## src/rtl/core/frame_mac_aes_checksum_iv_defines.svh

```systemverilog
// Assertion macros shared by the frame MAC design
`ifndef FRAME_MAC_AES_CHECKSUM_IV_DEFINES_SVH
`define FRAME_MAC_AES_CHECKSUM_IV_DEFINES_SVH

// implication checked on every clock unless in reset
`define FMAC_ASSERT_IMP(label, ante, cons) \
    label: assert property (@(posedge clk) disable iff (!rst_n) (ante) |-> (cons)) \
        else $error("assertion failed");

// implication checked in the cycle after the antecedent
`define FMAC_ASSERT_NEXT(label, ante, cons) \
    label: assert property (@(posedge clk) disable iff (!rst_n) (ante) |=> (cons)) \
        else $error("assertion failed");

`endif

```

## src/rtl/core/fmac_pkg.sv

```systemverilog
// Package: types, constants and AES helper functions for the frame MAC
package fmac_pkg;

    localparam logic [7:0] PAD_BYTE  = 8'h55;
    localparam logic [7:0] CHK_POLY2 = 8'h5B;
    localparam int         HEAD_MAX  = 8;
    localparam int         QUEUE_DEPTH = 2;

    localparam logic CFG_KEY_UPPER = 1'b0;
    localparam logic CFG_KEY_LOWER = 1'b1;

    typedef enum logic [1:0] {
        ENG_IDLE,
        ENG_RUN,
        ENG_DONE
    } eng_state_t;

    typedef struct packed {
        logic [127:0] block;
        logic [127:0] key;
    } job_t;

    function automatic logic [7:0] sbox(input logic [7:0] v);
        logic [7:0] r;
        begin
            unique case (v)
                8'h00: r = 8'h63; 8'h01: r = 8'h7c; 8'h02: r = 8'h77; 8'h03: r = 8'h7b;
                8'h04: r = 8'hf2; 8'h05: r = 8'h6b; 8'h06: r = 8'h6f; 8'h07: r = 8'hc5;
                8'h08: r = 8'h30; 8'h09: r = 8'h01; 8'h0a: r = 8'h67; 8'h0b: r = 8'h2b;
                8'h0c: r = 8'hfe; 8'h0d: r = 8'hd7; 8'h0e: r = 8'hab; 8'h0f: r = 8'h76;
                8'h10: r = 8'hca; 8'h11: r = 8'h82; 8'h12: r = 8'hc9; 8'h13: r = 8'h7d;
                8'h14: r = 8'hfa; 8'h15: r = 8'h59; 8'h16: r = 8'h47; 8'h17: r = 8'hf0;
                8'h18: r = 8'had; 8'h19: r = 8'hd4; 8'h1a: r = 8'ha2; 8'h1b: r = 8'haf;
                8'h1c: r = 8'h9c; 8'h1d: r = 8'ha4; 8'h1e: r = 8'h72; 8'h1f: r = 8'hc0;
                8'h20: r = 8'hb7; 8'h21: r = 8'hfd; 8'h22: r = 8'h93; 8'h23: r = 8'h26;
                8'h24: r = 8'h36; 8'h25: r = 8'h3f; 8'h26: r = 8'hf7; 8'h27: r = 8'hcc;
                8'h28: r = 8'h34; 8'h29: r = 8'ha5; 8'h2a: r = 8'he5; 8'h2b: r = 8'hf1;
                8'h2c: r = 8'h71; 8'h2d: r = 8'hd8; 8'h2e: r = 8'h31; 8'h2f: r = 8'h15;
                8'h30: r = 8'h04; 8'h31: r = 8'hc7; 8'h32: r = 8'h23; 8'h33: r = 8'hc3;
                8'h34: r = 8'h18; 8'h35: r = 8'h96; 8'h36: r = 8'h05; 8'h37: r = 8'h9a;
                8'h38: r = 8'h07; 8'h39: r = 8'h12; 8'h3a: r = 8'h80; 8'h3b: r = 8'he2;
                8'h3c: r = 8'heb; 8'h3d: r = 8'h27; 8'h3e: r = 8'hb2; 8'h3f: r = 8'h75;
                8'h40: r = 8'h09; 8'h41: r = 8'h83; 8'h42: r = 8'h2c; 8'h43: r = 8'h1a;
                8'h44: r = 8'h1b; 8'h45: r = 8'h6e; 8'h46: r = 8'h5a; 8'h47: r = 8'ha0;
                8'h48: r = 8'h52; 8'h49: r = 8'h3b; 8'h4a: r = 8'hd6; 8'h4b: r = 8'hb3;
                8'h4c: r = 8'h29; 8'h4d: r = 8'he3; 8'h4e: r = 8'h2f; 8'h4f: r = 8'h84;
                8'h50: r = 8'h53; 8'h51: r = 8'hd1; 8'h52: r = 8'h00; 8'h53: r = 8'hed;
                8'h54: r = 8'h20; 8'h55: r = 8'hfc; 8'h56: r = 8'hb1; 8'h57: r = 8'h5b;
                8'h58: r = 8'h6a; 8'h59: r = 8'hcb; 8'h5a: r = 8'hbe; 8'h5b: r = 8'h39;
                8'h5c: r = 8'h4a; 8'h5d: r = 8'h4c; 8'h5e: r = 8'h58; 8'h5f: r = 8'hcf;
                8'h60: r = 8'hd0; 8'h61: r = 8'hef; 8'h62: r = 8'haa; 8'h63: r = 8'hfb;
                8'h64: r = 8'h43; 8'h65: r = 8'h4d; 8'h66: r = 8'h33; 8'h67: r = 8'h85;
                8'h68: r = 8'h45; 8'h69: r = 8'hf9; 8'h6a: r = 8'h02; 8'h6b: r = 8'h7f;
                8'h6c: r = 8'h50; 8'h6d: r = 8'h3c; 8'h6e: r = 8'h9f; 8'h6f: r = 8'ha8;
                8'h70: r = 8'h51; 8'h71: r = 8'ha3; 8'h72: r = 8'h40; 8'h73: r = 8'h8f;
                8'h74: r = 8'h92; 8'h75: r = 8'h9d; 8'h76: r = 8'h38; 8'h77: r = 8'hf5;
                8'h78: r = 8'hbc; 8'h79: r = 8'hb6; 8'h7a: r = 8'hda; 8'h7b: r = 8'h21;
                8'h7c: r = 8'h10; 8'h7d: r = 8'hff; 8'h7e: r = 8'hf3; 8'h7f: r = 8'hd2;
                8'h80: r = 8'hcd; 8'h81: r = 8'h0c; 8'h82: r = 8'h13; 8'h83: r = 8'hec;
                8'h84: r = 8'h5f; 8'h85: r = 8'h97; 8'h86: r = 8'h44; 8'h87: r = 8'h17;
                8'h88: r = 8'hc4; 8'h89: r = 8'ha7; 8'h8a: r = 8'h7e; 8'h8b: r = 8'h3d;
                8'h8c: r = 8'h64; 8'h8d: r = 8'h5d; 8'h8e: r = 8'h19; 8'h8f: r = 8'h73;
                8'h90: r = 8'h60; 8'h91: r = 8'h81; 8'h92: r = 8'h4f; 8'h93: r = 8'hdc;
                8'h94: r = 8'h22; 8'h95: r = 8'h2a; 8'h96: r = 8'h90; 8'h97: r = 8'h88;
                8'h98: r = 8'h46; 8'h99: r = 8'hee; 8'h9a: r = 8'hb8; 8'h9b: r = 8'h14;
                8'h9c: r = 8'hde; 8'h9d: r = 8'h5e; 8'h9e: r = 8'h0b; 8'h9f: r = 8'hdb;
                8'ha0: r = 8'he0; 8'ha1: r = 8'h32; 8'ha2: r = 8'h3a; 8'ha3: r = 8'h0a;
                8'ha4: r = 8'h49; 8'ha5: r = 8'h06; 8'ha6: r = 8'h24; 8'ha7: r = 8'h5c;
                8'ha8: r = 8'hc2; 8'ha9: r = 8'hd3; 8'haa: r = 8'hac; 8'hab: r = 8'h62;
                8'hac: r = 8'h91; 8'had: r = 8'h95; 8'hae: r = 8'he4; 8'haf: r = 8'h79;
                8'hb0: r = 8'he7; 8'hb1: r = 8'hc8; 8'hb2: r = 8'h37; 8'hb3: r = 8'h6d;
                8'hb4: r = 8'h8d; 8'hb5: r = 8'hd5; 8'hb6: r = 8'h4e; 8'hb7: r = 8'ha9;
                8'hb8: r = 8'h6c; 8'hb9: r = 8'h56; 8'hba: r = 8'hf4; 8'hbb: r = 8'hea;
                8'hbc: r = 8'h65; 8'hbd: r = 8'h7a; 8'hbe: r = 8'hae; 8'hbf: r = 8'h08;
                8'hc0: r = 8'hba; 8'hc1: r = 8'h78; 8'hc2: r = 8'h25; 8'hc3: r = 8'h2e;
                8'hc4: r = 8'h1c; 8'hc5: r = 8'ha6; 8'hc6: r = 8'hb4; 8'hc7: r = 8'hc6;
                8'hc8: r = 8'he8; 8'hc9: r = 8'hdd; 8'hca: r = 8'h74; 8'hcb: r = 8'h1f;
                8'hcc: r = 8'h4b; 8'hcd: r = 8'hbd; 8'hce: r = 8'h8b; 8'hcf: r = 8'h8a;
                8'hd0: r = 8'h70; 8'hd1: r = 8'h3e; 8'hd2: r = 8'hb5; 8'hd3: r = 8'h66;
                8'hd4: r = 8'h48; 8'hd5: r = 8'h03; 8'hd6: r = 8'hf6; 8'hd7: r = 8'h0e;
                8'hd8: r = 8'h61; 8'hd9: r = 8'h35; 8'hda: r = 8'h57; 8'hdb: r = 8'hb9;
                8'hdc: r = 8'h86; 8'hdd: r = 8'hc1; 8'hde: r = 8'h1d; 8'hdf: r = 8'h9e;
                8'he0: r = 8'he1; 8'he1: r = 8'hf8; 8'he2: r = 8'h98; 8'he3: r = 8'h11;
                8'he4: r = 8'h69; 8'he5: r = 8'hd9; 8'he6: r = 8'h8e; 8'he7: r = 8'h94;
                8'he8: r = 8'h9b; 8'he9: r = 8'h1e; 8'hea: r = 8'h87; 8'heb: r = 8'he9;
                8'hec: r = 8'hce; 8'hed: r = 8'h55; 8'hee: r = 8'h28; 8'hef: r = 8'hdf;
                8'hf0: r = 8'h8c; 8'hf1: r = 8'ha1; 8'hf2: r = 8'h89; 8'hf3: r = 8'h0d;
                8'hf4: r = 8'hbf; 8'hf5: r = 8'he6; 8'hf6: r = 8'h42; 8'hf7: r = 8'h68;
                8'hf8: r = 8'h41; 8'hf9: r = 8'h99; 8'hfa: r = 8'h2d; 8'hfb: r = 8'h0f;
                8'hfc: r = 8'hb0; 8'hfd: r = 8'h54; 8'hfe: r = 8'hbb; 8'hff: r = 8'h16;
                default: r = 8'h00;
            endcase
            return r;
        end
    endfunction

    function automatic logic [7:0] xt(input logic [7:0] v);
        return {v[6:0], 1'b0} ^ (v[7] ? 8'h1b : 8'h00);
    endfunction

    // byte i of a 128-bit word, byte 0 most significant
    function automatic logic [7:0] byte_of(input logic [127:0] w, input int i);
        return w[127 - 8 * i -: 8];
    endfunction

    function automatic logic [127:0] next_round_key(input logic [127:0] k,
                                                    input logic [7:0] rcon);
        logic [31:0] w0;
        logic [31:0] w1;
        logic [31:0] w2;
        logic [31:0] w3;
        logic [31:0] t;
        begin
            w0 = k[127:96];
            w1 = k[95:64];
            w2 = k[63:32];
            w3 = k[31:0];
            t = {sbox(w3[23:16]) ^ rcon, sbox(w3[15:8]), sbox(w3[7:0]), sbox(w3[31:24])};
            w0 = w0 ^ t;
            w1 = w1 ^ w0;
            w2 = w2 ^ w1;
            w3 = w3 ^ w2;
            return {w0, w1, w2, w3};
        end
    endfunction

    function automatic logic [127:0] aes_round(input logic [127:0] st,
                                               input logic [127:0] rk,
                                               input logic last_round);
        logic [7:0] t [16];
        logic [7:0] a0;
        logic [7:0] a1;
        logic [7:0] a2;
        logic [7:0] a3;
        logic [7:0] all;
        logic [127:0] res;
        begin
            for (int c = 0; c < 4; c++) begin
                for (int i = 0; i < 4; i++) begin
                    t[i + 4 * c] = sbox(byte_of(st, i + 4 * ((c + i) % 4)));
                end
            end
            if (!last_round) begin
                for (int c = 0; c < 4; c++) begin
                    a0 = t[4 * c];
                    a1 = t[4 * c + 1];
                    a2 = t[4 * c + 2];
                    a3 = t[4 * c + 3];
                    all = a0 ^ a1 ^ a2 ^ a3;
                    t[4 * c]     = a0 ^ all ^ xt(a0 ^ a1);
                    t[4 * c + 1] = a1 ^ all ^ xt(a1 ^ a2);
                    t[4 * c + 2] = a2 ^ all ^ xt(a2 ^ a3);
                    t[4 * c + 3] = a3 ^ all ^ xt(a3 ^ a0);
                end
            end
            for (int i = 0; i < 16; i++) begin
                res[127 - 8 * i -: 8] = t[i];
            end
            return res ^ rk;
        end
    endfunction

endpackage

```

## src/rtl/core/fmac_front.sv

```systemverilog
// Front end: checksum, head capture and block assembly per frame
module fmac_front (
    input  logic                clk,
    input  logic                rst_n,
    input  logic                in_valid,
    output logic                in_ready,
    input  logic [7:0]          data_byte,
    input  logic                last_byte,
    input  logic [15:0]         sequence_req,
    input  logic [127:0]        key,
    output logic                job_valid,
    input  logic                job_ready,
    output fmac_pkg::job_t      job
);

    logic [7:0]  check_first_reg;
    logic [7:0]  check_second_reg;
    logic [63:0] head_bytes_reg;
    logic [3:0]  head_count_reg;
    logic [7:0]  check_first_next;
    logic [7:0]  check_second_next;
    logic [63:0] head_bytes_next;
    logic [3:0]  head_count_next;
    logic [7:0]  mix;
    logic [7:0]  nf;
    logic        accept;
    logic [63:0] head_block;

    // a byte that ends a frame needs a queue slot
    assign in_ready = !last_byte || job_ready;
    assign accept   = in_valid && in_ready;
    assign job_valid = in_valid && last_byte;

    always_comb
    begin
        mix = data_byte ^ check_second_reg;
        nf  = {check_first_reg[6:0], mix[7]};
        if (check_first_reg[7])
        begin
            check_first_next  = nf ^ fmac_pkg::PAD_BYTE;
            check_second_next = {mix[6:0], 1'b0} ^ fmac_pkg::CHK_POLY2;
        end
        else
        begin
            check_first_next  = nf;
            check_second_next = {mix[6:0], 1'b0};
        end
        head_bytes_next = head_bytes_reg;
        head_count_next = head_count_reg;
        if (head_count_reg < 4'(fmac_pkg::HEAD_MAX))
        begin
            head_bytes_next[63 - 8 * head_count_reg[2:0] -: 8] = data_byte;
            head_count_next = head_count_reg + 4'd1;
        end
        for (int i = 0; i < fmac_pkg::HEAD_MAX; i++)
        begin
            head_block[63 - 8 * i -: 8] = (4'(i) < head_count_next)
                ? head_bytes_next[63 - 8 * i -: 8] : fmac_pkg::PAD_BYTE;
        end
        job.block = {head_block, check_first_next, check_second_next, sequence_req,
                     {4{fmac_pkg::PAD_BYTE}}};
        job.key   = key;
    end

    always_ff @(posedge clk or negedge rst_n)
    begin
        if (!rst_n)
        begin
            check_first_reg  <= '0;
            check_second_reg <= '0;
            head_bytes_reg   <= '0;
            head_count_reg   <= '0;
        end
        else if (accept)
        begin
            if (last_byte)
            begin
                check_first_reg  <= '0;
                check_second_reg <= '0;
                head_bytes_reg   <= '0;
                head_count_reg   <= '0;
            end
            else
            begin
                check_first_reg  <= check_first_next;
                check_second_reg <= check_second_next;
                head_bytes_reg   <= head_bytes_next;
                head_count_reg   <= head_count_next;
            end
        end
    end

endmodule

```

## config.mk

```make
export PLATFORM = sky130hd
export DESIGN_NAME = fmac_front
export DESIGN_NICKNAME = d
export VERILOG_FILES = /design/src/rtl/core/frame_mac_aes_checksum_iv_defines.svh /design/src/rtl/core/fmac_pkg.sv /design/src/rtl/core/fmac_front.sv
export SDC_FILE = /design/constraint.sdc
export NUM_CORES = 1
export LEC_CHECK = 0
export ABC_AREA = 0
export BUFFER_PORTS_ARGS = -buffer_cell sky130_fd_sc_hd__buf_2
export CORE_AREA = 2 2 161 163
export DETAILED_ROUTE_END_ITERATION = 8
export DIE_AREA = 0 0 163 165
export GPL_TIMING_DRIVEN = 0
export RECOVER_POWER = 100
export SLEW_MARGIN = 25
export SYNTH_ARGS = -nofsm -noshare
export SYNTH_HDL_FRONTEND = slang
export SYNTH_SLANG_ARGS = --single-unit
export TNS_END_PERCENT = 20
```

## constraint.sdc

```tcl
create_clock -name clk -period 2.41 [get_ports clk]
set_input_delay 0.241 -clock clk [delete_from_list [all_inputs] [get_ports clk]]
set_output_delay 0.241 -clock clk [all_outputs]
set_load 0.02 [all_outputs]
```

== After elaboration in Yosys (flattened, before gate mapping) ==
Cells that the tools add are included.
Operators by class
  add/subtract/negate cells: 3
  multiply operators: 0
  divide/modulo/power cells: 0
  magnitude comparators: 9
  equality and inequality tests: 0
  shifts and indexed selects: 2
  multiplexer cells: 17
  bitwise gates (word level): 3
  reductions and logical operators: 4
Operator list (number)
  64-bit 2-to-1 mux: 2
  8-bit 2-to-1 mux: 10
  8-bit by 34-bit variable shift with 71-bit output (first input constant): 1
  8-bit by 34-bit variable part select with 71-bit output: 1
  64-bit bitwise mux: 1
  32-bit negator with 34-bit output: 1
  3-bit by 4-bit less-than comparator with 1-bit output (first input constant): 4
  7-bit 2-to-1 mux: 2
  1-bit by 4-bit less-than comparator with 1-bit output (first input constant): 2
  2-bit by 4-bit less-than comparator with 1-bit output (first input constant): 2
  4-bit 2-to-1 mux: 2
  8-bit bitwise XOR: 1
  6-bit by 6-bit subtractor with 7-bit output (first input constant): 1
  5-bit inverter: 1
  4-bit by 1-bit adder with 4-bit output (second input constant): 1
  4-bit less-than comparator (second input constant): 1
  4-bit inverter: 1
  1-bit logical AND: 2
  1-bit logical NOT: 1
  1-bit logical OR: 1
Storage, ports and cells
  bits in registers: 84
  latch bits: 0
  RAM bits: 0
  bits in read-only memories: 0
  output and inout port bits: 258
  logic and storage cells: 42
  memories kept: 0

== Longest topological paths before layout ==
  word-level depth: 6
  gate-level depth with buffers: 9
  gate-level depth less buffers: 5

== Least setup slack after synthesis ==
OpenSTA, ideal clock, no wires.
  kind: flip-flop to output port
  start point: reg head_count_reg[0]
  end point: out job[237] (netlist name)
  arrival: 2.181 ns
  required time: 2.169 ns
  path slack: -0.012 ns
  stages on the path, launching flop included: 10
  buffers on the path: 4
  cell sequence: dfrtp_1 clkbuf_1 buf_2 inv_1 ha_1 or3b_1 buf_2 clkbuf_1 nand2_1 a21oi_1
RTL lines
  from (decl): line fmac_front.sv:19  | logic [3:0] head_count_reg;
  from (signal assigned): line fmac_front.sv:88  | head_count_reg <= head_count_next;
  to (decl): line fmac_front.sv:13  | output fmac_pkg::job_t job

==> flow_summary_export.csv <==
group,metric,value,unit
routing,wire_per_inst,19.0,um
clocking,cts-root-buf,"clkbuf_16",
logic_synthesis,ys_ff_latch,84,
floorplan,start_util,27.7,%
power_and_ir_drop,p_total,0.00846,W
layout,layout-drive-gt1-share,35.0,%
grt,grt_pass1_wl,38500,um
layout,largest_reg_flops,64,
logic_synthesis,syn_area,6940,um^2
clocking,cts.clk_slew.worst_paths,0.07,ns
logic_synthesis,async_flop_share,100,%
logic_synthesis,ys.warnings.count,0,
logic_synthesis,ys_types,51,
run_status,status,"complete, but fails checks",
worst_setup_path,cp_data_required_time,2.17,ns
clocking,numCtsBuffers,9,
timing,timing.final.ws_setup,-0.0832,ns
timing,rsz0062_at_grt,"true",
grt,antenna_found_initial,1,
layout,antennaDiodeCount,0,
grt,globalRouteOverflowTotal,0,
worst_setup_path,crit_path_end_kind,"output pin",
routing,drt-pass1-iter-count,6,
placed_design,pre_cts_ws,-0.477,ns
layout,syn_to_final_growth,38.3,%
worst_setup_path,cp.arrival,2.25,ns
routing,routed_wl,27300,um
logic_synthesis,avgSynthCellArea,8.65,um^2
worst_setup_path,critPathLaunchType,"flip-flop",
floorplan,die_area,26900,um^2
clocking,clockBufferDepth,2,
layout,nets,1267,
placed_design,dp_hpwl,20400,um
grt,grt_usage,19.1,%
logic_synthesis,synthFlopType,"dfrtp_1",
routing,vias_per_cell,4.92,
logic_synthesis,seq_area_frac_synth,30.3,%
power_and_ir_drop,power.leakage,4.37,nW
timing,hold_viol,0,
routing,antenna_left,0,
worst_hold_path,hold_path.class,"input port to flip-flop",
timing,whs,0.217,ns
power_and_ir_drop,irDropWorstVdd,0.506,mV
worst_setup_path,worst-setup-path-type,"flip-flop to output pin",
logic_synthesis,synthCells,803,
grt,first_global_vias,6292,
run,drv_cap,0,
floorplan,rows,58,
timing,max_freq,0.401,GHz
clocking,cts.sinks,84,
grt,grt_max_degree,48,
clocking,htree_num_levels,3,
floorplan,die_w,163,um
timing,skew,0.00939,ns
floorplan,core,25000,um^2
worst_setup_path,crit_path_max_fanout,6,
layout,fin_util,38.4,%
run_status,violations,"negative setup slack",
layout,stdcell_area,9600,um^2
placed_design,place_congestion,0.888,
timing,worstMarginPinSlew,1.06,ns
placed_design,dpl_cell_area,8650,um^2
layout,final_common_cell,"buf_4",
clocking,cts_tree,"built",
timing,min_period,2.49,ns
timing,slew-limit-headroom,29.6,%
routing,drc,0,
placed_design,port_buffers,229,
layout,final_cell_mix,"buf_4, clkbuf_1, dfrtp_1",
clocking,clk_latency,0.36,ns
routing,drtIter0Drc,482,
floorplan,pin_count,415,
logic_synthesis,synth-edff-count,0,
timing,finalCritPeriodShare,103,%
floorplan,die_h,165,um
routing,vias,7076,
power_and_ir_drop,pwr_density_cell,881,nW/um^2
timing,slew_viol_final,0,
timing,setup_violations,9,
## worst max-delay path, stage by stage (launching register included)
cell	delay [ns]
dfrtp_1	0.41
buf_6	0.13
buf_12	0.13
clkinv_8	0.05
ha_4	0.14
or3b_4	0.40
buf_8	0.14
o211ai_1	0.28
buf_4	0.20
## area by class of cell
cell class | count | area [um^2]
fill | 2607 | 15400
buffer | 246 | 1800
timing repair buffer | 268 | 1420
clock inverter | 6 | 87.6
clock buffer | 10 | 239
sequential | 84 | 2100
inverter | 7 | 46.3
tap | 330 | 413
multi-input combinational | 488 | 3500
## timing repair
item	in CTS	in global routing
cloned	1	0
hold buffers	1	0
setup endpoints to repair	67	61
endpoints found under the hold margin	37	0
pin swaps	12	16
setup buffers	18	18
resized for setup	119	81
## logic make-up after synthesis
| group | share of synthesized area (%) |
|---|---|
| AO/OA/AOI/OAI | 17.7 |
| XOR/XNOR | 2.02 |
| adder cells (fa/ha/maj) | 1.08 |
| buffers and inverters | 24.6 |
| flip-flops | 30.3 |
| other | 0.108 |
| AND/OR/NAND/NOR | 24.2 |
## worst paths after layout
| check | startpoint | end | cells after the start | slack [ns] |
|---|---|---|---|---|
| max | head_count_reg[1] | job[248] | 8 | -0.08 |
| min | in_valid | head_count_reg[3] | 3 | 0.22 |
| max reg2reg | head_count_reg[1] | head_bytes_reg[48] | 8 | 0.41 |
| min reg2reg | head_bytes_reg[35] | head_bytes_reg[35] | 1 | 0.50 |
| max in group asynchronous | rst_n | head_count_reg[0] | 3 | 0.43 |
| min in group asynchronous | rst_n | check_first_reg[7] | 2 | 0.59 |
## report_power, final
part	total (W)	switching (W)	internal (W)
clock network	0.00158	0.000641	0.000937
registers	0.00212	0.000302	0.00182
logic	0.00476	0.00267	0.00209
total	0.00846	0.00361	0.00484
## through the flow
step                setup TNS, ns  cells
CTS                         -2.67   1426
global route                -2.04   1439
floorplan                       0    833
finish                     -0.401   1439
detailed placement         -11.59   1393
global placement            -9.16   1392
## Yosys cell counts, types with 11 or more instances
cell / number / area, um^2
a22o_1: 26 / 228
a211o_1: 27 / 236
nand3b_1: 35 / 263
clkbuf_1: 41 / 154
nor4_1: 14 / 87.6
nor3b_1: 37 / 278
nand2_1: 75 / 282
nand3_1: 29 / 145
buf_4: 182 / 1370
a21oi_1: 25 / 125
o211ai_1: 28 / 210
nand4b_1: 12 / 105
and3b_1: 11 / 96.3
dfrtp_1: 84 / 2100
buf_2: 29 / 145
o21ai_0: 20 / 100
## routing by layer
layer  vias up  GRT usage, %  routed length, um
met5         -             0                  0
met4         0          4.71                567
met3        41          4.52               2400
met2       407          34.7              14100
met1      3364          22.8              10300
li1       3264             -                  -
Power figures use the tool's default switching activity.
