**config.mk**
```make
export PLATFORM = sky130hd
export DESIGN_NAME = fmac_queue
export DESIGN_NICKNAME = d
export VERILOG_FILES = /design/src/rtl/core/frame_mac_aes_checksum_iv_defines.svh /design/src/rtl/core/fmac_pkg.sv /design/src/rtl/core/fmac_queue.sv
export SDC_FILE = /design/constraint.sdc
export NUM_CORES = 1
export LEC_CHECK = 0
export ABC_AREA = 1
export BUFFER_PORTS_ARGS = -buffer_cell sky130_fd_sc_hd__buf_2
export CAP_MARGIN = 20
export CORE_AREA = 4 4 197 199
export CTS_CLUSTER_SIZE = 14
export DETAILED_ROUTE_END_ITERATION = 6
export DIE_AREA = 0 0 201 203
export PLACE_DENSITY_LB_ADDON = 0.08
export SLEW_MARGIN = 20
export SYNTH_ARGS = -nofsm -noshare
export SYNTH_HDL_FRONTEND = slang
export SYNTH_SLANG_ARGS = --single-unit
```
**constraint.sdc**
```tcl
create_clock -name clk -period 29.7 [get_ports clk]
set_input_delay 1.485 -clock clk [delete_from_list [all_inputs] [get_ports clk]]
set_output_delay 1.485 -clock clk [all_outputs]
set_load 0.03 [all_outputs]
```
**src/rtl/core/frame_mac_aes_checksum_iv_defines.svh**
```systemverilog
// Assertion macros shared by the frame MAC design
`ifndef FRAME_MAC_AES_CHECKSUM_IV_DEFINES_SVH
`define FRAME_MAC_AES_CHECKSUM_IV_DEFINES_SVH

// implication checked on every clock unless in reset
`define FMAC_ASSERT_IMP(label, ante, cons) \
    label: assert property (@(posedge clk) disable iff (!rst_n) (ante) |-> (cons)) \
        else $error("assertion failed");

// implication checked in the cycle after the antecedent
`define FMAC_ASSERT_NEXT(label, ante, cons) \
    label: assert property (@(posedge clk) disable iff (!rst_n) (ante) |=> (cons)) \
        else $error("assertion failed");

`endif

```
**src/rtl/core/fmac_pkg.sv**
```systemverilog
// Package: types, constants and AES helper functions for the frame MAC
package fmac_pkg;

    localparam logic [7:0] PAD_BYTE  = 8'h55;
    localparam logic [7:0] CHK_POLY2 = 8'h5B;
    localparam int         HEAD_MAX  = 8;
    localparam int         QUEUE_DEPTH = 2;

    localparam logic CFG_KEY_UPPER = 1'b0;
    localparam logic CFG_KEY_LOWER = 1'b1;

    typedef enum logic [1:0] {
        ENG_IDLE,
        ENG_RUN,
        ENG_DONE
    } eng_state_t;

    typedef struct packed {
        logic [127:0] block;
        logic [127:0] key;
    } job_t;

    function automatic logic [7:0] sbox(input logic [7:0] v);
        logic [7:0] r;
        begin
            unique case (v)
                8'h00: r = 8'h63; 8'h01: r = 8'h7c; 8'h02: r = 8'h77; 8'h03: r = 8'h7b;
                8'h04: r = 8'hf2; 8'h05: r = 8'h6b; 8'h06: r = 8'h6f; 8'h07: r = 8'hc5;
                8'h08: r = 8'h30; 8'h09: r = 8'h01; 8'h0a: r = 8'h67; 8'h0b: r = 8'h2b;
                8'h0c: r = 8'hfe; 8'h0d: r = 8'hd7; 8'h0e: r = 8'hab; 8'h0f: r = 8'h76;
                8'h10: r = 8'hca; 8'h11: r = 8'h82; 8'h12: r = 8'hc9; 8'h13: r = 8'h7d;
                8'h14: r = 8'hfa; 8'h15: r = 8'h59; 8'h16: r = 8'h47; 8'h17: r = 8'hf0;
                8'h18: r = 8'had; 8'h19: r = 8'hd4; 8'h1a: r = 8'ha2; 8'h1b: r = 8'haf;
                8'h1c: r = 8'h9c; 8'h1d: r = 8'ha4; 8'h1e: r = 8'h72; 8'h1f: r = 8'hc0;
                8'h20: r = 8'hb7; 8'h21: r = 8'hfd; 8'h22: r = 8'h93; 8'h23: r = 8'h26;
                8'h24: r = 8'h36; 8'h25: r = 8'h3f; 8'h26: r = 8'hf7; 8'h27: r = 8'hcc;
                8'h28: r = 8'h34; 8'h29: r = 8'ha5; 8'h2a: r = 8'he5; 8'h2b: r = 8'hf1;
                8'h2c: r = 8'h71; 8'h2d: r = 8'hd8; 8'h2e: r = 8'h31; 8'h2f: r = 8'h15;
                8'h30: r = 8'h04; 8'h31: r = 8'hc7; 8'h32: r = 8'h23; 8'h33: r = 8'hc3;
                8'h34: r = 8'h18; 8'h35: r = 8'h96; 8'h36: r = 8'h05; 8'h37: r = 8'h9a;
                8'h38: r = 8'h07; 8'h39: r = 8'h12; 8'h3a: r = 8'h80; 8'h3b: r = 8'he2;
                8'h3c: r = 8'heb; 8'h3d: r = 8'h27; 8'h3e: r = 8'hb2; 8'h3f: r = 8'h75;
                8'h40: r = 8'h09; 8'h41: r = 8'h83; 8'h42: r = 8'h2c; 8'h43: r = 8'h1a;
                8'h44: r = 8'h1b; 8'h45: r = 8'h6e; 8'h46: r = 8'h5a; 8'h47: r = 8'ha0;
                8'h48: r = 8'h52; 8'h49: r = 8'h3b; 8'h4a: r = 8'hd6; 8'h4b: r = 8'hb3;
                8'h4c: r = 8'h29; 8'h4d: r = 8'he3; 8'h4e: r = 8'h2f; 8'h4f: r = 8'h84;
                8'h50: r = 8'h53; 8'h51: r = 8'hd1; 8'h52: r = 8'h00; 8'h53: r = 8'hed;
                8'h54: r = 8'h20; 8'h55: r = 8'hfc; 8'h56: r = 8'hb1; 8'h57: r = 8'h5b;
                8'h58: r = 8'h6a; 8'h59: r = 8'hcb; 8'h5a: r = 8'hbe; 8'h5b: r = 8'h39;
                8'h5c: r = 8'h4a; 8'h5d: r = 8'h4c; 8'h5e: r = 8'h58; 8'h5f: r = 8'hcf;
                8'h60: r = 8'hd0; 8'h61: r = 8'hef; 8'h62: r = 8'haa; 8'h63: r = 8'hfb;
                8'h64: r = 8'h43; 8'h65: r = 8'h4d; 8'h66: r = 8'h33; 8'h67: r = 8'h85;
                8'h68: r = 8'h45; 8'h69: r = 8'hf9; 8'h6a: r = 8'h02; 8'h6b: r = 8'h7f;
                8'h6c: r = 8'h50; 8'h6d: r = 8'h3c; 8'h6e: r = 8'h9f; 8'h6f: r = 8'ha8;
                8'h70: r = 8'h51; 8'h71: r = 8'ha3; 8'h72: r = 8'h40; 8'h73: r = 8'h8f;
                8'h74: r = 8'h92; 8'h75: r = 8'h9d; 8'h76: r = 8'h38; 8'h77: r = 8'hf5;
                8'h78: r = 8'hbc; 8'h79: r = 8'hb6; 8'h7a: r = 8'hda; 8'h7b: r = 8'h21;
                8'h7c: r = 8'h10; 8'h7d: r = 8'hff; 8'h7e: r = 8'hf3; 8'h7f: r = 8'hd2;
                8'h80: r = 8'hcd; 8'h81: r = 8'h0c; 8'h82: r = 8'h13; 8'h83: r = 8'hec;
                8'h84: r = 8'h5f; 8'h85: r = 8'h97; 8'h86: r = 8'h44; 8'h87: r = 8'h17;
                8'h88: r = 8'hc4; 8'h89: r = 8'ha7; 8'h8a: r = 8'h7e; 8'h8b: r = 8'h3d;
                8'h8c: r = 8'h64; 8'h8d: r = 8'h5d; 8'h8e: r = 8'h19; 8'h8f: r = 8'h73;
                8'h90: r = 8'h60; 8'h91: r = 8'h81; 8'h92: r = 8'h4f; 8'h93: r = 8'hdc;
                8'h94: r = 8'h22; 8'h95: r = 8'h2a; 8'h96: r = 8'h90; 8'h97: r = 8'h88;
                8'h98: r = 8'h46; 8'h99: r = 8'hee; 8'h9a: r = 8'hb8; 8'h9b: r = 8'h14;
                8'h9c: r = 8'hde; 8'h9d: r = 8'h5e; 8'h9e: r = 8'h0b; 8'h9f: r = 8'hdb;
                8'ha0: r = 8'he0; 8'ha1: r = 8'h32; 8'ha2: r = 8'h3a; 8'ha3: r = 8'h0a;
                8'ha4: r = 8'h49; 8'ha5: r = 8'h06; 8'ha6: r = 8'h24; 8'ha7: r = 8'h5c;
                8'ha8: r = 8'hc2; 8'ha9: r = 8'hd3; 8'haa: r = 8'hac; 8'hab: r = 8'h62;
                8'hac: r = 8'h91; 8'had: r = 8'h95; 8'hae: r = 8'he4; 8'haf: r = 8'h79;
                8'hb0: r = 8'he7; 8'hb1: r = 8'hc8; 8'hb2: r = 8'h37; 8'hb3: r = 8'h6d;
                8'hb4: r = 8'h8d; 8'hb5: r = 8'hd5; 8'hb6: r = 8'h4e; 8'hb7: r = 8'ha9;
                8'hb8: r = 8'h6c; 8'hb9: r = 8'h56; 8'hba: r = 8'hf4; 8'hbb: r = 8'hea;
                8'hbc: r = 8'h65; 8'hbd: r = 8'h7a; 8'hbe: r = 8'hae; 8'hbf: r = 8'h08;
                8'hc0: r = 8'hba; 8'hc1: r = 8'h78; 8'hc2: r = 8'h25; 8'hc3: r = 8'h2e;
                8'hc4: r = 8'h1c; 8'hc5: r = 8'ha6; 8'hc6: r = 8'hb4; 8'hc7: r = 8'hc6;
                8'hc8: r = 8'he8; 8'hc9: r = 8'hdd; 8'hca: r = 8'h74; 8'hcb: r = 8'h1f;
                8'hcc: r = 8'h4b; 8'hcd: r = 8'hbd; 8'hce: r = 8'h8b; 8'hcf: r = 8'h8a;
                8'hd0: r = 8'h70; 8'hd1: r = 8'h3e; 8'hd2: r = 8'hb5; 8'hd3: r = 8'h66;
                8'hd4: r = 8'h48; 8'hd5: r = 8'h03; 8'hd6: r = 8'hf6; 8'hd7: r = 8'h0e;
                8'hd8: r = 8'h61; 8'hd9: r = 8'h35; 8'hda: r = 8'h57; 8'hdb: r = 8'hb9;
                8'hdc: r = 8'h86; 8'hdd: r = 8'hc1; 8'hde: r = 8'h1d; 8'hdf: r = 8'h9e;
                8'he0: r = 8'he1; 8'he1: r = 8'hf8; 8'he2: r = 8'h98; 8'he3: r = 8'h11;
                8'he4: r = 8'h69; 8'he5: r = 8'hd9; 8'he6: r = 8'h8e; 8'he7: r = 8'h94;
                8'he8: r = 8'h9b; 8'he9: r = 8'h1e; 8'hea: r = 8'h87; 8'heb: r = 8'he9;
                8'hec: r = 8'hce; 8'hed: r = 8'h55; 8'hee: r = 8'h28; 8'hef: r = 8'hdf;
                8'hf0: r = 8'h8c; 8'hf1: r = 8'ha1; 8'hf2: r = 8'h89; 8'hf3: r = 8'h0d;
                8'hf4: r = 8'hbf; 8'hf5: r = 8'he6; 8'hf6: r = 8'h42; 8'hf7: r = 8'h68;
                8'hf8: r = 8'h41; 8'hf9: r = 8'h99; 8'hfa: r = 8'h2d; 8'hfb: r = 8'h0f;
                8'hfc: r = 8'hb0; 8'hfd: r = 8'h54; 8'hfe: r = 8'hbb; 8'hff: r = 8'h16;
                default: r = 8'h00;
            endcase
            return r;
        end
    endfunction

    function automatic logic [7:0] xt(input logic [7:0] v);
        return {v[6:0], 1'b0} ^ (v[7] ? 8'h1b : 8'h00);
    endfunction

    // byte i of a 128-bit word, byte 0 most significant
    function automatic logic [7:0] byte_of(input logic [127:0] w, input int i);
        return w[127 - 8 * i -: 8];
    endfunction

    function automatic logic [127:0] next_round_key(input logic [127:0] k,
                                                    input logic [7:0] rcon);
        logic [31:0] w0;
        logic [31:0] w1;
        logic [31:0] w2;
        logic [31:0] w3;
        logic [31:0] t;
        begin
            w0 = k[127:96];
            w1 = k[95:64];
            w2 = k[63:32];
            w3 = k[31:0];
            t = {sbox(w3[23:16]) ^ rcon, sbox(w3[15:8]), sbox(w3[7:0]), sbox(w3[31:24])};
            w0 = w0 ^ t;
            w1 = w1 ^ w0;
            w2 = w2 ^ w1;
            w3 = w3 ^ w2;
            return {w0, w1, w2, w3};
        end
    endfunction

    function automatic logic [127:0] aes_round(input logic [127:0] st,
                                               input logic [127:0] rk,
                                               input logic last_round);
        logic [7:0] t [16];
        logic [7:0] a0;
        logic [7:0] a1;
        logic [7:0] a2;
        logic [7:0] a3;
        logic [7:0] all;
        logic [127:0] res;
        begin
            for (int c = 0; c < 4; c++) begin
                for (int i = 0; i < 4; i++) begin
                    t[i + 4 * c] = sbox(byte_of(st, i + 4 * ((c + i) % 4)));
                end
            end
            if (!last_round) begin
                for (int c = 0; c < 4; c++) begin
                    a0 = t[4 * c];
                    a1 = t[4 * c + 1];
                    a2 = t[4 * c + 2];
                    a3 = t[4 * c + 3];
                    all = a0 ^ a1 ^ a2 ^ a3;
                    t[4 * c]     = a0 ^ all ^ xt(a0 ^ a1);
                    t[4 * c + 1] = a1 ^ all ^ xt(a1 ^ a2);
                    t[4 * c + 2] = a2 ^ all ^ xt(a2 ^ a3);
                    t[4 * c + 3] = a3 ^ all ^ xt(a3 ^ a0);
                end
            end
            for (int i = 0; i < 16; i++) begin
                res[127 - 8 * i -: 8] = t[i];
            end
            return res ^ rk;
        end
    endfunction

endpackage

```
**src/rtl/core/fmac_queue.sv**
```systemverilog
// Job queue between the front end and the AES engine
module fmac_queue #(
    parameter int DEPTH = fmac_pkg::QUEUE_DEPTH
) (
    input  logic           clk,
    input  logic           rst_n,
    input  logic           wr_valid,
    output logic           wr_ready,
    input  fmac_pkg::job_t wr_job,
    output logic           rd_valid,
    input  logic           rd_ready,
    output fmac_pkg::job_t rd_job
);

    localparam int AW = (DEPTH > 1) ? $clog2(DEPTH) : 1;

    fmac_pkg::job_t     mem [DEPTH];
    logic [AW-1:0]      wr_ptr_reg;
    logic [AW-1:0]      rd_ptr_reg;
    logic [AW:0]        count_reg;
    logic               push;
    logic               pop;

    assign wr_ready = count_reg != (AW + 1)'(DEPTH);
    assign rd_valid = count_reg != '0;
    assign push     = wr_valid && wr_ready;
    assign pop      = rd_valid && rd_ready;
    assign rd_job   = mem[rd_ptr_reg];

    always_ff @(posedge clk)
    begin
        if (push)
        begin
            mem[wr_ptr_reg] <= wr_job;
        end
    end

    always_ff @(posedge clk or negedge rst_n)
    begin
        if (!rst_n)
        begin
            wr_ptr_reg <= '0;
            rd_ptr_reg <= '0;
            count_reg  <= '0;
        end
        else
        begin
            if (push)
            begin
                wr_ptr_reg <= (wr_ptr_reg == AW'(DEPTH - 1)) ? '0 : wr_ptr_reg + 1'b1;
            end
            if (pop)
            begin
                rd_ptr_reg <= (rd_ptr_reg == AW'(DEPTH - 1)) ? '0 : rd_ptr_reg + 1'b1;
            end
            count_reg <= count_reg + (AW + 1)'(push) - (AW + 1)'(pop);
        end
    end

endmodule

```
======== Word level (Yosys, flattened, before mapping) ========
Memories as Yosys holds them, arrays and structs flattened.
Index checks and enable logic that the tools add are counted.
word-level totals
  flip-flop bits (word level) ............. 4
  memory bits (writable) .................. 512
  input bits .............................. 260
  memories ................................ 1
cells by class
  $add $sub $neg .......................... 4
  eq/ne operators ......................... 1
  mux-type cells .......................... 4
  reductions and logical operators ........ 3
memories
  memory  words  width  read ports  clocked after Yosys merged registers in  wr ports  line              RTL
  mem     2      256    1           0                                        1         fmac_queue.sv:17  fmac_pkg::job_t mem [DEPTH];
operators with widths
  kind                   count
  $mux W1                4
  $add A1 B1 Y1 const B  2
  $add A2 B1 Y2          1
  $logic_and A1 B1 Y1    2
  $ne A2 B2 Y1 const B   1
  $reduce_bool A2 Y1     1
  $sub A2 B1 Y2          1

======== Depth between registers and ports, before layout ========
Gate-level depths: netlist of run 1.
  depth in word-level cells ............... 4
  mapped depth ............................ 12
  mapped depth without buffers ............ 12

======== Worst setup path before layout of run 1 ========
No wires, ideal clock.
  path type ............................... input -> register
  start point ............................. input wr_valid
  end point ............................... memory mem[1][0] (netlist bit) (enable)
  library setup time ...................... 0.880 ns
  data arrival time ....................... 12.228 ns
  data required time ...................... 28.820 ns
  slack ................................... 16.591 ns
  stages .................................. 2
  path through ............................ nand2_1 -> nor2_1
between the ends
  word-level cells in the longest chain between the ends .. 3
ends and longest elaborated chain
  element                        line              RTL
  start: declaration             fmac_queue.sv:7   input logic wr_valid,
  $logic_and A1 B1 Y1            fmac_queue.sv:26  assign push = wr_valid && wr_ready;
  $mux W1                        fmac_queue.sv:32  if (push)
  $mux W1 (not written as such)  fmac_queue.sv:34  mem[wr_ptr_reg] <= wr_job;
  end: declaration               fmac_queue.sv:17
Every way passes these cells.

==> reports/qor.csv, run 1 <==
stage,metric,value,unit
setup_path,crit_arrival,3.51,ns
setup_path,cp.required,28.21,ns
global_routing,top_usage_layer,met2,
yosys,syn_inst,1369,
sta,fin_skew,0.01170,ns
floorplan,fp-row-count,71,
finish,final_cells,2421,
route,wirelength,46470,um
global_routing,grt_util_met3,8.401,%
placed_design,gp_congestion,0.8247,
placed_design,place_inst,2313,
yosys,ys_types,15,
finish,drive_gt1_share,30.96,%
clock_network,cts_max_level,2,
clock_network,cts.sinks,516,
global_routing,antenna_found_initial,23,
sta,fmax,200.2,MHz
sta,timing.slew.headroom,31.62,%
floorplan,die_h,203,um
finish,largest_reg_flops,512,
placed_design,io_buffer_count,517,
finish,areaGrowthSynthToFinish,24.17,%
route,vias,11860,
clock_network,post_cts_buffers,0,
route,remaining_drc_errors,0,
setup_path,critical_path.most_common_cell,nand2_1,
clock_network,cts-resized-gates,0,
sta,final.period_utilization,16.82,%
setup_path,path_class,reg2out,
yosys,synth_simple_gate_area_share,15.57,%
route,drt_iter0_markers,833,
sta,worst_pin_slew,1.026,ns
floorplan,num_io_pins,518,
finish,final_core_util,63.11,%
global_routing,grt_remaining_overflow,0,
finish,nNetsFinal,2154,
setup_path,end_kind,primary output,
clock_network,cts_tree,done,
global_routing,grt_pass1_vias,11620,
placed_design,placed_area,21780,um^2
yosys,synthMuxAreaShare,0,%
setup_path,crit_family,buffers and inverters,
yosys,synth_top_area_share,81.28,%
sta,finalHoldWorstSlack,0.5715,ns
hold_path,hp-class,reg2reg,
sta,finalHoldViolations,0,
pwr,p_total,2.729,mW
yosys,synth.area.top_cells,"edfxtp_1 81%, nand2_1 15%, buf_6 0.95%",
yosys,syn_nets,1630,
global_routing,use_met2,36.74,%
route,dr.pass1.iters,4,
clock_network,cts_max_path_buffers,3,
pwr,p_leak,10.10,nW
yosys,ys.warnings.count,0,
placed_design,dp_slack,24.78,ns
setup_path,critPathLaunchType,flip-flop,
hold_path,whs_path_depth,1,
clock_network,path_clk_slew,0.06,ns
pwr,peakVddDrop,65.89,uV
yosys,synthAdderAreaFrac,0.06614,%
yosys,synthXorXnorAreaFrac,0.04630,%
yosys,synth_area_leader_cell,edfxtp_1,
setup_path,cp_max_fo,159,
yosys,synth_top_family_by_area,simple AND/OR/NAND/NOR gates,
finish,nFillCells,2883,
global_routing,grt_use_met1,25.35,%
sta,slew_violations,0,
setup_path,path_buf_inv,4,
floorplan,core,37220,um^2
route,via_per_inst,4.898,
sta,period_needed,4.996,ns
floorplan,start_util,50.82,%
clock_network,holdBufCountCts,0,
setup_path,worstPathCellList,buf_12 -> inv_8 -> buf_6 -> nand2_1 -> nand2_1 -> buf_2,
placed_design,hpwl,30450,um
finish,fin_area,23490,um^2
sta,fin_ws,24.70,ns
global_routing,grt_max_degree,160,
flow_run,cap_viol_max_count,0,
global_routing,track_usage,21.86,%
route,ant_nets,0,
setup_path,crit_slowest_cell,dfrtp_4,
yosys,syn_area,18920,um^2
floorplan,die_area,40800,um^2
sta,rsz0062_at_grt,false,
run_status,status,completed,
finish,mostFrequentLayoutCells,"777 x nand2_1, 517 x buf_2, 512 x edfxtp_1",
clock_network,clk_latency,0.57,ns
route,wl_per_cell,19.19,um
global_routing,grt_pass1_wl,67720,um
clock_network,clockRootBuffer,clkbuf_16,
setup_path,cp_num_cells,6,
floorplan,die_x,201,um
clock_network,cts_buffers,51,
sta,setup-violations-final,0,
yosys,avgSynthCellArea,13.82,um^2
yosys,synth_compound_area_share,0.05291,%
setup_path,rr_worst_depth,5,
pwr,power.density,116.2,nW/um^2
finish,final_common_cell,nand2_1,
setup_path,crit_path_max_incr_delay,0.73,ns
sta,finalSetupTns,0,ns
yosys,ys_seq_area_share,81.80,%
yosys,ys_seq_elements,516,
==> cell type report <==
cell class	instances	area [um^2]	area share (%)
multi-input cells	788	2992	12.74
inverters	8	37.54	0.1598
clock buffers	59	1349	5.742
flip-flops and latches	516	15480	65.89
repair buffers	528	2699	11.49
clock inverters	36	311.5	1.326
well taps	474	593.1	2.525
diodes	12	30.03	0.1278
==> final timing paths <==
path                                        start                endpoint  slack [ns]
min                        count_reg[0]$_DFF_PN0_  count_reg[0]$_DFF_PN0_        0.57
min reg2reg                count_reg[0]$_DFF_PN0_  count_reg[0]$_DFF_PN0_        0.57
max in group asynchronous                   rst_n  rd_ptr_reg$_DFFE_PN0P_       28.84
min in group asynchronous                   rst_n  wr_ptr_reg$_DFFE_PN0P_        0.71
max                        rd_ptr_reg$_DFFE_PN0P_             rd_job[189]       24.70
max reg2reg                count_reg[1]$_DFF_PN0_   mem[1][183]$_DFFE_PP_       25.93
==> power by group <==
| group | internal, mW | leakage, nW | switching, mW |
|---|---|---|---|
| logic | 0.234 | 4.50 | 0.819 |
| registers | 0.994 | 4.80 | 0.0464 |
| clock network | 0.375 | 0.804 | 0.260 |
==> Yosys cell counts <==
library cell    n
buf_6          16
nand3_1         2
a21oi_1         1
nand2_1       777
nor2_1          5
inv_4           1
buf_4          15
xor2_1          1
buf_2          25
o21ai_0         1
edfxtp_1      512
ha_1            1
inv_1           7
dfrtp_1         4
buf_8           1
==> layer usage <==
metal  up-vias  part of all wire (%)
met3       105                   9.4
li1       5694                     -
met1      5617                    37
met5         -                  0.29
met2       420                    51
met4        22                   3.1
==> cells by family after synthesis <==
family | count (synthesis)
adders and majority gates | 1
buffers and inverters | 65
xor gates and xnor gates | 1
and+or+nand+nor | 784
DFF | 516
AOI/OAI and AO/OA | 2
Power figures use the tool's default switching activity.
==> run 2, diff against run 1 <==
CORE_AREA = unset   (was 4 4 197 199)
CORE_MARGIN = 4   (was unset)
CORE_UTILIZATION = 47   (was unset)
DIE_AREA = unset   (was 0 0 201 203)
clock period = 4.3 ns   (was 29.7 ns; I/O delays follow)
==> reports/qor.csv, run 2 (synthesized netlist as in run 1, its figures left out) <==
stage,metric,value,unit
run_status,status,completed,
finish,mostFrequentLayoutCells,"775 x nand2_1, 517 x buf_2, 512 x edfxtp_1",
route,wl_per_cell,17.99,um
pwr,p_total,18.82,mW
flow_run,cap_viol_max_count,0,
pwr,p_leak,11.15,nW
placed_design,placed_area,21930,um^2
setup_path,crit_slowest_cell,buf_4,
floorplan,core,39730,um^2
sta,worst_pin_slew,1.100,ns
route,remaining_drc_errors,0,
floorplan,num_io_pins,518,
sta,setup-violations-final,0,
sta,fmax,335.2,MHz
floorplan,die_x,208.6,um
finish,areaGrowthSynthToFinish,37.84,%
pwr,pwr-share-comb,40.2,%
setup_path,crit_path_start,rd_ptr_reg$_DFFE_PN0P_,
placed_design,io_buffer_count,517,
floorplan,fp-row-count,73,
clock_network,cts-resized-gates,0,
global_routing,antenna_found_initial,6,
placed_design,hpwl,31380,um
pwr,power.internal,10.97,mW
setup_path,r2r_start,count_reg[1]$_DFF_PN0_,
setup_path,crit_arrival,2.77,ns
finish,drive_gt1_share,27.52,%
pwr,pwr-share-clk,21.7,%
setup_path,crit_path_max_incr_delay,0.87,ns
global_routing,grt_remaining_overflow,0,
sta,final.period_utilization,69.37,%
setup_path,cp.required,4.09,ns
clock_network,clk_latency,0.57,ns
clock_network,path_clk_slew,0.06,ns
sta,finalSetupTns,0,ns
route,wl_met1,18650,um
hold_path,worst_hold_startpoint,wr_job[49],
clock_network,cts_max_level,2,
clock_network,cts_max_path_buffers,3,
finish,fin_area,26080,um^2
sta,period_needed,2.983,ns
route,vias,12860,
clock_network,cts_buffers,52,
global_routing,grt_pass1_vias,13100,
floorplan,die_area,43520,um^2
route,via_per_inst,4.724,
global_routing,grt_max_degree,165,
pwr,net-switching-power,7.853,mW
route,top_layer_used,met5,
finish,nNetsFinal,2416,
route,wirelength,48980,um
setup_path,end_kind,primary output,
route,wl_met2,23920,um
floorplan,die_h,208.6,um
sta,finalHoldWorstSlack,0.3644,ns
pwr,p_seq_share,38.1,%
route,wl_met3,4124,um
setup_path,critPathLaunchType,flip-flop,
finish,final_core_util,65.63,%
clock_network,cts_tree,done,
pwr,switching_share,41.72,%
sta,slew_violations,0,
global_routing,grt_pass1_wl,73800,um
route,drt_iter0_markers,736,
clock_network,clockRootBuffer,clkbuf_16,
setup_path,crit_family,buffers and inverters,
route,ant_nets,0,
setup_path,path_class,reg2out,
finish,final_common_cell,nand2_1,
global_routing,track_usage,21.66,%
finish,largest_reg_flops,512,
sta,rsz0062_at_grt,false,
route,dr.pass1.iters,5,
setup_path,path_buf_inv,2,
sta,finalHoldViolations,0,
placed_design,gp_congestion,0.8291,
pwr,peakVddDrop,680.6,uV
sta,timing.slew.headroom,26.68,%
setup_path,cp_max_fo,94,
sta,fin_skew,0.01289,ns
hold_path,hp-class,in2reg,
pwr,power.density,721.9,nW/um^2
floorplan,start_util,47.61,%
setup_path,critical_path.most_common_cell,nand2_1,
clock_network,cts.sinks,516,
setup_path,worstPathCellList,buf_4 -> nand2_1 -> nand2_1 -> buf_2,
==> run 2: per-layer routing <==
metal	GRT usage, %	up-vias
li1	-	6206
met1	26.73	6030
met2	35.48	498
met3	6.486	121
met4	10.08	4
met5	0	-
==> run 2: per-stage QoR <==
step | cells | setup WS (ns)
floorplan | 1369 | -0.5786
global placement | 2366 | 1.846
detailed placement | 2366 | 1.842
CTS | 2716 | 1.213
global route | 2720 | 1.122
finish | 2722 | 1.317
==> run 2: final timing paths <==
check | cells after the start | slack (ns) | end
max in group asynchronous | 3 | 3.49 | rd_ptr_reg$_DFFE_PN0P_
min reg2reg | 2 | 0.58 | wr_ptr_reg$_DFFE_PN0P_
min in group asynchronous | 3 | 0.61 | rd_ptr_reg$_DFFE_PN0P_
max | 4 | 1.32 | rd_job[232]
max reg2reg | 4 | 2.02 | mem[0][241]$_DFFE_PP_
min | 2 | 0.36 | mem[1][49]$_DFFE_PP_
==> run 2: area by class of cell <==
type,count,area (um^2)
clock inverters,28,165.2
flip-flops and latches,516,15480
multi-input cells,788,3007
repair buffers,789,5355
diodes,6,15.01
clock buffers,62,1360
well taps,525,656.9
inverters,8,37.54
fillers,2986,13660
==> run 2: power groups by stage <==
stage | sequential [mW] | clock (mW) | combinational [mW]
4_1_cts | 7.18 | 4.18 | 7.67
3_5_place_dp | 7.28 | 0 | 7.46
3_3_place_gp | 7.25 | 0 | 7.45
5_1_grt | 7.25 | 4.42 | 8.12
6_report | 7.17 | 4.09 | 7.57
2_1_floorplan | 7.30 | 0 | 5.17
==> run 2: timing repair <==
item | CTS | global route
hold buffers | 260 | 0
buffers inserted | 0 | 0
endpoints found under the hold margin | 519 | 0
setup endpoints to repair | 0 | 0
==> run 3, diff against run 2 <==
ABC_AREA = 0   (was 1)
CORE_UTILIZATION = 48   (was 47)
clock period = 2.5 ns   (was 4.3 ns; I/O delays follow)
==> reports/qor.csv, run 3 <==
stage,metric,value,unit
run_status,status,completed,
setup_path,crit_path_max_incr_delay,0.62,ns
yosys,ys_top_cells_by_count,"512 x edfxtp_1, 230 x mux2_4, 26 x mux2_2",
floorplan,num_io_pins,518,
clock_network,cts_max_level,2,
global_routing,grt_pass1_vias,11390,
sta,fin_skew,0.02118,ns
placed_design,hpwl,30770,um
yosys,async_flop_share,0.7752,%
flow_run,cap_viol_max_count,0,
setup_path,cp.required,2.38,ns
finish,final_common_cell,buf_2,
clock_network,post_cts_buffers,0,
finish,mostFrequentLayoutCells,"517 x buf_2, 512 x edfxtp_1, 260 x dlygate4sd3_1",
clock_network,cts_max_path_buffers,3,
clock_network,holdBufCountCts,260,
sta,worst_pin_slew,0.6976,ns
sta,setup-violations-final,0,
sta,period_needed,2.340,ns
global_routing,antenna_found_initial,3,
sta,rsz0062_at_grt,false,
route,wl_per_cell,20.72,um
setup_path,cp_max_fo,22,
setup_path,crit_path_start,rd_ptr_reg$_DFFE_PN0P_,
sta,finalHoldWorstSlack,0.2746,ns
sta,timing.slew.headroom,53.49,%
route,wirelength,45770,um
sta,slew_violations,0,
finish,drive_gt1_share,51.28,%
yosys,synth-edff-count,512,
finish,nNetsFinal,1904,
setup_path,crit_slowest_cell,dfrtp_4,
yosys,ys_seq_area_share,78.54,%
yosys,avgSynthCellArea,24.06,um^2
route,dr.pass1.iters,4,
setup_path,end_kind,primary output,
yosys,synth_top_area_share,78.03,%
setup_path,worstPathCellList,buf_4 -> mux2_2 -> buf_2,
finish,areaGrowthSynthToFinish,37.47,%
floorplan,die_area,44350,um^2
floorplan,die_x,210.6,um
setup_path,r2r_setup_slack,0.65,ns
finish,nFillCells,2707,
pwr,peakVddDrop,869.9,uV
setup_path,r2r_start,count_reg[0]$_DFF_PN0_,
setup_path,critPathLaunchType,flip-flop,
global_routing,track_usage,19.98,%
placed_design,gp_congestion,0.8233,
clock_network,clk_latency,0.58,ns
finish,fin_area,27090,um^2
setup_path,reg2reg_to,mem[0][110]$_DFFE_PP_,
pwr,p_leak,10.88,nW
yosys,ys_types,21,
route,ant_nets,0,
clock_network,cts_tree,done,
setup_path,path_class,reg2out,
yosys,ys.flop_type,edfxtp_1,
placed_design,io_buffer_count,517,
clock_network,path_clk_slew,0.06,ns
global_routing,grt_pass1_wl,67580,um
placed_design,placed_area,22930,um^2
yosys,syn_nets,1080,
yosys,syn_inst,819,
global_routing,grt_max_degree,111,
yosys,syn_area,19700,um^2
setup_path,crit_arrival,2.21,ns
clock_network,clockRootBuffer,clkbuf_16,
route,vias,10720,
clock_network,cts-resized-gates,0,
route,drt_iter0_markers,550,
yosys,ys_seq_elements,516,
yosys,synth_area_leader_cell,edfxtp_1,
clock_network,cts.sinks,516,
clock_network,cts_buffers,51,
route,remaining_drc_errors,0,
sta,finalHoldViolations,0,
route,via_per_inst,4.854,
floorplan,fp-row-count,73,
hold_path,hp-class,in2reg,
setup_path,crit_end,rd_job[241],
sta,fmax,427.4,MHz
setup_path,rr_worst_depth,4,
finish,largest_reg_flops,512,
yosys,synth.area.top_cells,"edfxtp_1 78%, mux2_4 18%, mux2_2 1.5%",
finish,final_cells,2209,
global_routing,grt_remaining_overflow,0,
sta,final.period_utilization,93.59,%
placed_design,place_inst,1855,
floorplan,die_h,210.6,um
pwr,power.density,1203,nW/um^2
floorplan,start_util,49.03,%
yosys,ys.warnings.count,0,
yosys,yosysMostFrequentCell,edfxtp_1,
floorplan,core,40190,um^2
## run 3: cell types whose count changed after synthesis, sizes merged, moves of 2 or more
cell   delta
buf      -28
inv       -8
mux2    +256
nand2   -775
nor2      -2
xnor2     +3
## run 3: logic make-up (layout without fill, tap and decap cells)
family,count (synthesis),in the layout,share of synthesized area [%]
xor+xnor,3,3,0.1334
flops,516,516,78.54
simple gates,10,10,0.2477
mux,256,256,19.01
fa+ha+maj,1,1,0.06349
buf+inv,29,891,1.848
other cells,0,3,0
compound gates,4,4,0.1588
## run 3: layout make-up
type / instances / area, um^2 / area share [%]
antenna: 3 / 7.507 / 0.02771
sequential: 516 / 15480 / 57.14
clock buffer: 68 / 1383 / 5.104
timing repair buffer: 800 / 5500 / 20.31
multi-input combinational: 274 / 3892 / 14.37
clock inverter: 23 / 168.9 / 0.6236
tap: 525 / 656.9 / 2.425
## run 3: per-layer routing
| layer | wire, um | up-vias | part of all wire, % | global-route usage, % |
|---|---|---|---|---|
| met3 | 3497 | 87 | 7.6 | 5.685 |
| met2 | 23480 | 381 | 51 | 34.56 |
| met1 | 17150 | 5315 | 37 | 23.80 |
| li1 | - | 4940 | - | - |
| met5 | 0 | - | 0 | 0 |
| met4 | 1648 | 0 | 3.6 | 7.802 |
## run 3: worst min path at each step
stage,slack (ns),depth (start not counted),to,start
6_report,0.27,2,mem[1][142]$_DFFE_PP_,wr_job[142]
5_1_grt,0.25,2,mem[0][95]$_DFFE_PP_,wr_job[95]
4_1_cts,0.23,2,mem[1][190]$_DFFE_PP_,wr_job[190]
3_5_place_dp,-0.05,1,wr_ptr_reg$_DFFE_PN0P_,rst_n
3_3_place_gp,-0.06,1,wr_ptr_reg$_DFFE_PN0P_,rst_n
2_1_floorplan,-0.17,0,count_reg[0]$_DFF_PN0_,rst_n
## run 3: metrics by stage
stage | TNS (ns) | total power, mW | util, % | worst slack [ns]
after floorplan | -1057.25 | 22.33 | - | -2.400
after global placement | 0 | 25.35 | 57.05 | 0.6917
after detailed placement | 0 | 25.43 | 57.05 | 0.6629
after CTS | 0 | 32.96 | 67.38 | 0.09820
after global routing | 0 | 33.94 | 67.39 | 0.05743
final | 0 | 32.59 | 67.40 | 0.1603
## run 3: where the power goes
group | leakage (nW) | total (mW) | internal, mW | switching [mW]
combinational | 5.32 | 13.1 | 5.05 | 8.07
sequential | 4.81 | 12.3 | 11.8 | 0.508
clock | 0.752 | 7.15 | 4.15 | 3.00
## run 3: worst max-delay path: cells and delay by family, from the launching register on
family,cells,cell delay [ns]
DFF,1,0.62
buffers and inverters,2,0.61
muxes,1,0.39
